`src/rtl/core/rpt_pkg.sv`:
```
package rpt_pkg;

  // Default sizes of the datapath
  localparam int unsigned COORD_WIDTH_DEF = 32;
  localparam int unsigned ROT_WIDTH_DEF   = 18;
  localparam int unsigned FRAC_BITS_DEF   = 16;

  // Spatial dimensions: one lane per output coordinate
  localparam int unsigned NUM_DIM   = 3;
  localparam int unsigned CFG_IDX_W = 3;

  // Configuration register indexes
  typedef enum logic [CFG_IDX_W-1:0] {
    REG_ROT_ROW_0 = 3'd0,
    REG_ROT_ROW_1 = 3'd1,
    REG_ROT_ROW_2 = 3'd2,
    REG_TRANS_X   = 3'd3,
    REG_TRANS_Y   = 3'd4,
    REG_TRANS_Z   = 3'd5
  } rpt_reg_e;

  // Stage controls handed from the pipeline control to each lane
  typedef struct packed {
    logic load_b;  // products stage takes a new word
    logic load_c;  // rounding stage takes a new word
    logic fwd_b;   // word in the products stage is a forward transform
  } rpt_lane_ctrl_t;

endpackage

```
`src/rtl/core/rpt_merge.sv`:
```
module rpt_merge import rpt_pkg::*; #(
  parameter int unsigned COORD_WIDTH = COORD_WIDTH_DEF
) (
  input  logic                                 clk_i,
  input  logic                                 rst_ni,
  input  logic                                 valid_i,
  output logic                                 ready_o,
  input  logic [NUM_DIM-1:0][COORD_WIDTH-1:0]  lane_val_i,
  input  logic [NUM_DIM-1:0]                   lane_sat_i,
  output logic                                 m_axis_tvalid,
  input  logic                                 m_axis_tready,
  output logic [((NUM_DIM*COORD_WIDTH+7)/8)*8-1:0] m_axis_tdata,
  output logic [0:0]                           m_axis_tuser
);

  localparam int unsigned ODW = ((NUM_DIM * COORD_WIDTH + 7) / 8) * 8;

  logic           valid_q;
  logic           load;
  logic [ODW-1:0] data_q;
  logic           sat_q;

  // Output register frees as soon as the held word is taken
  assign ready_o = ~valid_q | m_axis_tready;
  assign load    = valid_i & ready_o;

  always_ff @(posedge clk_i or negedge rst_ni) begin
    if (!rst_ni) begin
      valid_q <= 1'b0;
    end else if (ready_o) begin
      valid_q <= valid_i;
    end
  end

  // Pack the three lanes, x lowest, and OR their clip flags
  always_ff @(posedge clk_i) begin
    if (load) begin
      data_q <= ODW'(lane_val_i);
      sat_q  <= |lane_sat_i;
    end
  end

  assign m_axis_tvalid   = valid_q;
  assign m_axis_tdata    = data_q;
  assign m_axis_tuser[0] = sat_q;

endmodule

```
`config.mk`:
```
export PLATFORM = sky130hd
export DESIGN_NAME = rpt_merge
export DESIGN_NICKNAME = d
export VERILOG_FILES = /design/src/rtl/core/rpt_pkg.sv /design/src/rtl/core/rpt_merge.sv
export SDC_FILE = /design/constraint.sdc
export NUM_CORES = 1
export LEC_CHECK = 0
export BUFFER_PORTS_ARGS = -buffer_cell sky130_fd_sc_hd__buf_2
export CAP_MARGIN = 30
export CORE_MARGIN = 5
export CORE_UTILIZATION = 37
export DETAILED_ROUTE_END_ITERATION = 7
export PLACE_DENSITY = 0.75
export SYNTH_ARGS = -nofsm -noshare
export SYNTH_HDL_FRONTEND = slang
export SYNTH_SLANG_ARGS = --single-unit
export TNS_END_PERCENT = 100
```
`constraint.sdc`:
```
create_clock -name clk_i -period 3.3 [get_ports clk_i]
set_input_delay 0.495 -clock clk_i [delete_from_list [all_inputs] [get_ports clk_i]]
set_output_delay 0.495 -clock clk_i [all_outputs]
set_load 0.01 [all_outputs]
```
==> Yosys cells after proc, flatten, opt, wreduce, memory -nomap -nowiden <==
Cells that the tools add are included.
Widths: inputs -> output; s select.
{ "op_classes": {"n_reduce_logical": 1, "bitwise": 3} }
{ "ops": {"columns": ["cell", "count"], "rows": [
  ["$reduce_or 3->1", 1],
  ["$and 1x1->1", 1],
  ["$not 1->1", 1],
  ["$or 1x1->1", 1]
]} }
{ "word_totals": {"out_inout_bits": 99, "regBits": 98} }

==> Logic depth before layout (Yosys ltp) <==
Gate-level depths: netlist of run 1.
{ "logic_depth": {"word_depth": 3, "depth_mapped": 2, "ltp_nobuf": 2} }

==> Worst setup path before layout of run 1 <==
OpenSTA, ideal clock, no wires.
{ "synth_timing": {"path_type": "input to register", "startpoint": "in m_axis_tready", "endpoint": "reg data_q[0] (netlist: m_axis_tdata[0]) (enable)", "setup_time_ps": 466, "t_required_ps": 2834, "cell_stages": 2, "t_arrival_ps": 2882, "setup_slack_ps": -49, "cell_sequence": "nand2b_4 > and2_1"} }
{ "synth_via": {"elab_chain_len": 2} }
{ "synth_lines": {"columns": ["item", "line_no", "source"], "rows": [
  ["from (decl)", "rpt_merge.sv:11", "input logic m_axis_tready,"],
  ["$or 1x1->1", "rpt_merge.sv:24", "assign ready_o = ~valid_q | m_axis_tready;"],
  ["$and 1x1->1", "rpt_merge.sv:25", "assign load = valid_i & ready_o;"],
  ["named net load", "rpt_merge.sv:19", "logic load;"],
  ["to (signal assigned)", "rpt_merge.sv:38", "data_q <= ODW'(lane_val_i);"],
  ["to (decl)", "rpt_merge.sv:20", "logic [ODW-1:0] data_q;"]
]} }
The timed path passes the listed nets, and every way through them passes these cells.
A chain may end at the register's enable or synchronous reset.

==> Worst setup path after layout of run 1 <==
{ "layout_timing": {"startpoint": "reg valid_q (netlist: m_axis_tvalid)", "endpoint": "reg data_q[67] (netlist: m_axis_tdata[67]) (enable)"} }
{ "layout_via": {"elab_chain_len": 3} }
{ "layout_lines": {"columns": ["item", "line_no", "source"], "rows": [
  ["from (decl)", "rpt_merge.sv:18", "logic valid_q;"],
  ["from (signal assigned)", "rpt_merge.sv:31", "valid_q <= valid_i;"],
  ["$not 1->1", "rpt_merge.sv:24", null],
  ["$or 1x1->1", "rpt_merge.sv:24", null],
  ["$and 1x1->1", "rpt_merge.sv:25", null],
  ["named net load", "rpt_merge.sv:19", null]
]} }
The timed path passes the listed nets, and every way through them passes these cells.

==> results.toml, run 1 <==
[status]
status = "finished, final reports clean"

[detailed_routing]
dr.pass1.iters = 4
drtIter0Drc = 50
post_drt_wl_per_cell_um = 16.5
antenna_left = 0
drc = 0
wirelength_mm = 7.00
num_vias = 1775
viasPerCell = 4.20

[synth]
syn_nets = 205
yosys-top-cells-area = "edfxtp_1 98%, dfrtp_1 0.84%, nand2b_4 0.46%"
yosysSeqAreaShare_pct = 98.9
syn_avg_cell_area_um2 = 29.1
yosysTopAreaCell = "edfxtp_1"
synth_cells = 102
synth_cell_types = 6
yosys.area.top_type_share_pct = 98.1
syn_area_um2 = 2970
ys_ff_latch = 98
ys_warn_count = 0

[power_and_ir_drop]
finalPower_mw = 2.44
peakVddDrop_uv = 450
powerDensity_nw_per_um2 = 562
p_leak_nw = 1.85

[setup_path]
cp-end-kind = "register"
cp.arrival_ps = 1810
critPathKind = "register to register"
crit_path_max_incr_delay_ps = 550
path_max_fanout = 49
critPathRequiredTime_ps = 3340
critical_path_buf_inv_count = 1
path_cells = "nand2b_4, and2_4, buf_12"
cp_top_family = "simple AND/OR/NAND/NOR gates"
start_kind = "register"
cpMaxStageDelayCell = "and2_4"

[clocking]
cts_tree = "built"
cts_buffer_depth = 2
post-cts-setup-buffer-count = 0
numCtsBuffers = 9
clk_pin_slew_worst_paths_ps = 100
cts-root-buf = "clkbuf_8"
htreeDepth = 3
clock_latency_ps = 350
cts_resized = 0
clock-sinks = 98

[sta]
tightest_slew_ps = 644
finalMaxSlewViolations = 0
finClkSkew_ps = 14.9
fin_crit_ps = 1770
hold_viol = 0
setup_tns_ps = 0
fmax_mhz = 565
rsz0062_at_grt = "false"
setup_viol = 0
relSlewSlack_pct = 57.1
holdWs_ps = 315
period_share_pct = 53.6

[final_layout]
area_delta_synth_final_pct = 46.0
num_antenna_cells = 0
nFillCells = 646
drive_gt1_share_pct = 68.2
nNetsFinal = 419
final_util_pct = 55.8

[global_routing]
overflow = 0
grt_pass1_vias = 1963
grt_max_degree = 50
grt_pass1_wl_mm = 10.3
antenna_found_initial = 0
track_usage_pct = 13.8

[placed_design]
hpwlAfterDp_mm = 5.50
finalWeightedCongestion = 0.782
numPortBuffers = 201

[die]
rows = 32
die_h_um = 99.6
core-area_um2 = 7770
die_w_um = 99.6
start_util_pct = 38.2
ios = 202
die_area_um2 = 9920

[hold_path]
hp-class = "input port to register"

[job]
maxCapViolations = 0
final cells by class:
| cell class | instances | area (µm²) | area share [%] |
|---|---|---|---|
| Sequential cell | 98 | 2940 | 67.8 |
| Clock buffer | 10 | 128 | 2.94 |
| Multi-Input combinational cell | 4 | 35.0 | 0.808 |
| Timing Repair Buffer | 203 | 1040 | 23.9 |
| Tap cell | 102 | 128 | 2.94 |
| Clock inverter | 6 | 71.3 | 1.65 |
power breakdown:
part | leakage, nW | switching, mW | internal, mW
sequential | 0.933 | 0.0153 | 1.45
clock | 0.0939 | 0.415 | 0.359
combinational | 0.819 | 0.108 | 0.0898
total | 1.85 | 0.538 | 1.90
cell families after synthesis:
family        count (synthesis)  share of synthesized area, %
simple gates                  4                          1.10
flops                        98                          98.9
cells in the mapped netlist (all sizes together):
library cell  number
and2               1
nand2b             2
edfxtp            97
dfrtp              1
or3                1
metal layers:
layer	share of wire, %	wire length (µm)	GRT usage, %
met5	0	0	0
met2	52	3650	24.2
met3	12	864	6.31
met1	34	2370	14.6
met4	1.7	120	5.15
registers in the layout, indices dropped and copies added (netlist names):
name           count
m_axis_tvalid      1
m_axis_tdata      96
m_axis_tuser       1
cell usage in the layout, fill, tap and decap left out, drive strengths merged:
master	instances
bufinv	1
buf	202
clkbuf	10
nand2b	2
or3	1
and2	1
dlygate4sd3	1
clkinvlp	2
dfrtp	1
edfxtp	97
inv	3
stage by stage:
step / instances / setup WS [ps] / instance area [µm²]
after CTS: 423 / 1520 / 4340
final: 423 / 1530 / 4340
after floorplan: 102 / 1020 / 2970
after detailed placement: 406 / 1330 / 4130
after global routing: 423 / 1430 / 4340
after global placement: 406 / 1370 / 4130
path summary, 6_finish.rpt:
check | startpoint | to | slack [ps] | cells past startpoint
max in group asynchronous | rst_ni | m_axis_tvalid | 2780 | 2
worst max register to register | m_axis_tvalid | m_axis_tdata[67] | 1530 | 3
worst min-delay path | lane_val_i[90] | m_axis_tdata[90] | 320 | 1
min in group asynchronous | rst_ni | m_axis_tvalid | 440 | 2
worst max-delay path | m_axis_tvalid | m_axis_tdata[67] | 1530 | 3
worst min register to register | m_axis_tvalid | m_axis_tvalid | 580 | 2
what timing repair did:
action                                 4_1_cts  5_1_grt
endpoints found under the hold margin        1        0
setup endpoints to repair                    0        0
hold buffers                                 1        0
Note: power is estimated with default switching activity, not from simulation.
==> run 2, diff against run 1 <==
- CORE_UTILIZATION: 37 -> 41
- PLACE_DENSITY: 0.75 -> 0.79
- clock period: 3.3 -> 1.8 ns (I/O delays scaled with it)
==> run 2 against run 1 <==
Power rose by 88%. Hold slack lost 230 ps. Setup slack got worse by 1100 ps. Critical path type unchanged.
==> results.toml, run 2 (synthesis gave the netlist of run 1 again) <==
[final_layout]
drive_gt1_share_pct = 68.3
area_delta_synth_final_pct = 47.3
layout_commonest_cell = "buf_2"
finalInstanceArea_um2 = 4380
nFillCells = 570
final_cell_mix = "201 x buf_2, 97 x edfxtp_1, 9 x clkbuf_8"
nNetsFinal = 420
num_antenna_cells = 0
stdcell_count = 421
largest_reg_flops = 96
final_util_pct = 61.3

[setup_path]
cp_num_cells = 3
path_max_fanout = 44
crit_path_max_incr_delay_ps = 420
critical_path_buf_inv_count = 1
cp_top_family = "flip-flops"
r2r_setup_slack_ps = 380
start_kind = "register"
r2r-end = "m_axis_tdata[82]"
ff2ff_path_depth = 3
cpMaxStageDelayCell = "dfrtp_1"
cp-end-kind = "register"
cp.arrival_ps = 1450
path_cells = "nand2b_4, and2_4, buf_12"
rr_startpoint = "m_axis_tvalid"
critPathKind = "register to register"
critPathRequiredTime_ps = 1830

[sta]
finClkSkew_ps = 19.5
setup_tns_ps = 0
holdWs_ps = 88.3
relSlewSlack_pct = 82.8
period_share_pct = 78.8
finalMaxSlewViolations = 0
fmax_mhz = 705
tightest_slew_ps = 258
setup_viol = 0
fin_crit_ps = 1420
fin_ws_ps = 381
rsz0062_at_grt = "false"
hold_viol = 0

[global_routing]
track_usage_pct = 14.5
grt_pass1_vias = 1977
grt_pass1_wl_mm = 9.47
antenna_found_initial = 0
overflow = 0
grt_max_degree = 45

[detailed_routing]
post_drt_wl_per_cell_um = 16.0
drc = 0
wirelength_mm = 6.75
dr.pass1.iters = 4
drtIter0Drc = 69
num_vias = 1788
antenna_left = 0
viasPerCell = 4.25

[clocking]
clock_latency_ps = 350
post-cts-setup-buffer-count = 0
ctsHoldBuffers = 1
clock-sinks = 98
numCtsBuffers = 9
clk_pin_slew_worst_paths_ps = 100
htreeDepth = 3
cts_buffer_depth = 2
cts_resized = 0
cts_tree = "built"
cts-root-buf = "clkbuf_8"

[hold_path]
worst_hold_path.endpoint = "m_axis_tdata[95]"
hold_path_depth = 1
hp-class = "input port to register"
min_from = "lane_val_i[95]"

[placed_design]
place_area_um2 = 4140
finalWeightedCongestion = 0.723
dp_worst_setup_slack_ps = 400
placed_cells = 404
numPortBuffers = 201

[power_and_ir_drop]
powerDensity_nw_per_um2 = 1050
finalPower_mw = 4.58
peakVddDrop_uv = 678
p_leak_nw = 1.87

[status]
status = "finished, final reports clean"

[die]
rows = 31
core-area_um2 = 7140
die_h_um = 95.1
die_area_um2 = 9050
die_w_um = 95.1
ios = 202
start_util_pct = 41.6

[job]
maxCapViolations = 0
run 2: worst max-delay path by stage:
stage | startpoint | endpoint | slack, ps
2_1_floorplan | m_axis_tvalid | m_axis_tdata[0] | 120
3_3_place_gp | m_axis_tready | m_axis_tdata[38] | 430
3_5_place_dp | m_axis_tvalid | m_axis_tdata[61] | 400
4_1_cts | m_axis_tvalid | m_axis_tdata[61] | 380
5_1_grt | m_axis_tvalid | m_axis_tdata[64] | 310
6_report | m_axis_tvalid | m_axis_tdata[82] | 380
run 2: final cells by class:
type / instances / area, µm² / share of cell area (%)
tap: 99 / 124 / 2.83
clock inverter: 7 / 98.8 / 2.26
multi-input combinational: 4 / 35.0 / 0.801
sequential: 98 / 2940 / 67.1
timing repair buffer: 204 / 1060 / 24.1
clock buffer: 9 / 124 / 2.83
run 2: report_power, final:
part	switching (mW)	internal, mW
Sequential	0.0276	2.66
Clock	0.736	0.793
Combinational	0.197	0.170
Total	0.960	3.62
run 2: metal layers:
layer,track usage (%),up-vias,share of wire [%]
met1,14.3,826,32
met3,6.39,13,11
met4,7.57,0,2.2
met5,0,-,0
li1,-,843,-
met2,25.5,106,55
==> run 3, diff against run 2 <==
- clock period: 1.8 -> 1.36 ns (I/O delays scaled with it)
==> run 3 against run 2 <==
First-iteration DRC count shrank 30%. Via count is 2.8% higher. Setup slack got worse by 260 ps. Clock power barely moved. Non-clock buffer count rose by 11. Flip-flop and latch count is the same. Final cell count up 2.6%. Register-to-register slack got worse by 260 ps. Combinational power rose by 39%. Routed wire length rose by 2.8%. Power is 22% higher. Die area stayed put. Critical endpoint is now m_axis_tdata[33]. Highest routed layer is now met5.
==> results.toml, run 3 (synthesis gave the netlist of run 1 again) <==
[final_layout]
largest_reg_flops = 96
area_delta_synth_final_pct = 48.8
nNetsFinal = 431
num_antenna_cells = 0
stdcell_count = 432
final_cell_mix = "201 x buf_2, 97 x edfxtp_1, 11 x dlygate4sd3_1"
drive_gt1_share_pct = 65.8
nFillCells = 550
multi_input_area_um2 = 35.0
regArea_um2 = 2940
layout_commonest_cell = "buf_2"

[sta]
tightest_slew_ps = 229
setup_viol = 0
relSlewSlack_pct = 84.8
rsz0062_at_grt = "false"
fmax_mhz = 805
setup_tns_ps = 0
hold_viol = 0
finClkSkew_ps = 5.24
period_share_pct = 91.3
finalMaxSlewViolations = 0
fin_crit_ps = 1240

[power_and_ir_drop]
peakVddDrop_uv = 718
powerDensity_nw_per_um2 = 1270
p_leak_nw = 1.89

[detailed_routing]
drtIter0Drc = 48
drc = 0
viasPerCell = 4.25
post_drt_wl_per_cell_um = 16.1
antenna_left = 0
wirelength_mm = 6.94
dr.pass1.iters = 3
num_vias = 1838

[clocking]
cts-root-buf = "clkbuf_8"
clock_latency_ps = 350
cts_buffer_depth = 2
clk_pin_slew_worst_paths_ps = 90
numCtsBuffers = 9
clock-sinks = 98
post-cts-setup-buffer-count = 0
htreeDepth = 3
cts_resized = 0
cts_tree = "built"

[setup_path]
ff2ff_path_depth = 3
cpMaxStageDelayCell = "dfrtp_1"
path_max_fanout = 45
cp-end-kind = "register"
r2r_setup_slack_ps = 120
crit_path_max_incr_delay_ps = 410
critPathRequiredTime_ps = 1390
start_kind = "register"
path_cells = "nand2b_4, and2_4, buf_12"
critPathKind = "register to register"
cp.arrival_ps = 1280

[placed_design]
hpwlAfterDp_mm = 5.43
finalWeightedCongestion = 0.734
numPortBuffers = 201
placed_cells = 405

[global_routing]
grt_pass1_wl_mm = 9.55
overflow = 0
antenna_found_initial = 4
grt_max_degree = 46
track_usage_pct = 14.7
grt_pass1_vias = 1929

[die]
start_util_pct = 41.6
die_w_um = 95.1
core-area_um2 = 7140
rows = 31
die_area_um2 = 9050
die_h_um = 95.1
ios = 202

[job]
maxCapViolations = 0

[hold_path]
hold_path_depth = 1
hp-class = "input port to register"

[status]
status = "finished, final reports clean"
==> run 3: final timing paths <==
check | startpoint | to
min | lane_val_i[77] | m_axis_tdata[77]
min in group asynchronous | rst_ni | m_axis_tvalid
min reg2reg | m_axis_tvalid | m_axis_tvalid
max in group asynchronous | rst_ni | m_axis_tvalid
max reg2reg | m_axis_tvalid | m_axis_tdata[33]
max | m_axis_tvalid | m_axis_tdata[33]
==> run 3: stage by stage <==
| step | power (mW) | util [%] | hold slack (ps) | area [µm²] | worst slack (ps) |
|---|---|---|---|---|---|
| after floorplan | 3.78 | - | -91.6 | 2970 | -320 |
| after global placement | 4.10 | 58.2 | -20.2 | 4150 | 146 |
| after detailed placement | 4.12 | 58.2 | -20.5 | 4150 | 127 |
| after CTS | 5.66 | 60.8 | 0.0847 | 4340 | 113 |
| after global routing | 5.86 | 61.9 | 0.211 | 4420 | 54.8 |
| final | 5.60 | 61.9 | 24.1 | 4420 | 118 |
==> run 3: cell type report <==
| type | count | area share (%) |
|---|---|---|
| Sequential cell | 98 | 66.5 |
| Tap cell | 99 | 2.80 |
| Clock inverter | 7 | 0.821 |
| Multi-Input combinational cell | 4 | 0.793 |
| Timing Repair Buffer | 215 | 26.3 |
| Clock buffer | 9 | 2.80 |
==> run 3: power by group <==
| group | switching (mW) | total [mW] | internal [mW] |
|---|---|---|---|
| registers | 0.0383 | 3.55 | 3.51 |
| clock network | 0.896 | 1.53 | 0.639 |
| logic | 0.263 | 0.510 | 0.247 |
| total | 1.20 | 5.60 | 4.40 |
==> run 3: timing repair <==
| item | in CTS | in global routing |
|---|---|---|
| hold buffers | 3 | 8 |
| hold endpoints to repair | 3 | 8 |
| endpoints found under the setup margin | 0 | 0 |
==> run 3: worst max-delay path, delay by kind of cell, from the launching register on <==
family	cells	cell delay, ps
buffers and inverters	1	250
flip-flops	1	410
AND/OR/NAND/NOR	2	270
==> run 3: metal layers <==
layer	global-route usage [%]	part of all wire, %
met5	0	0.71
met4	7.21	1.7
met3	7.58	13
met2	25.3	52
met1	14.5	32
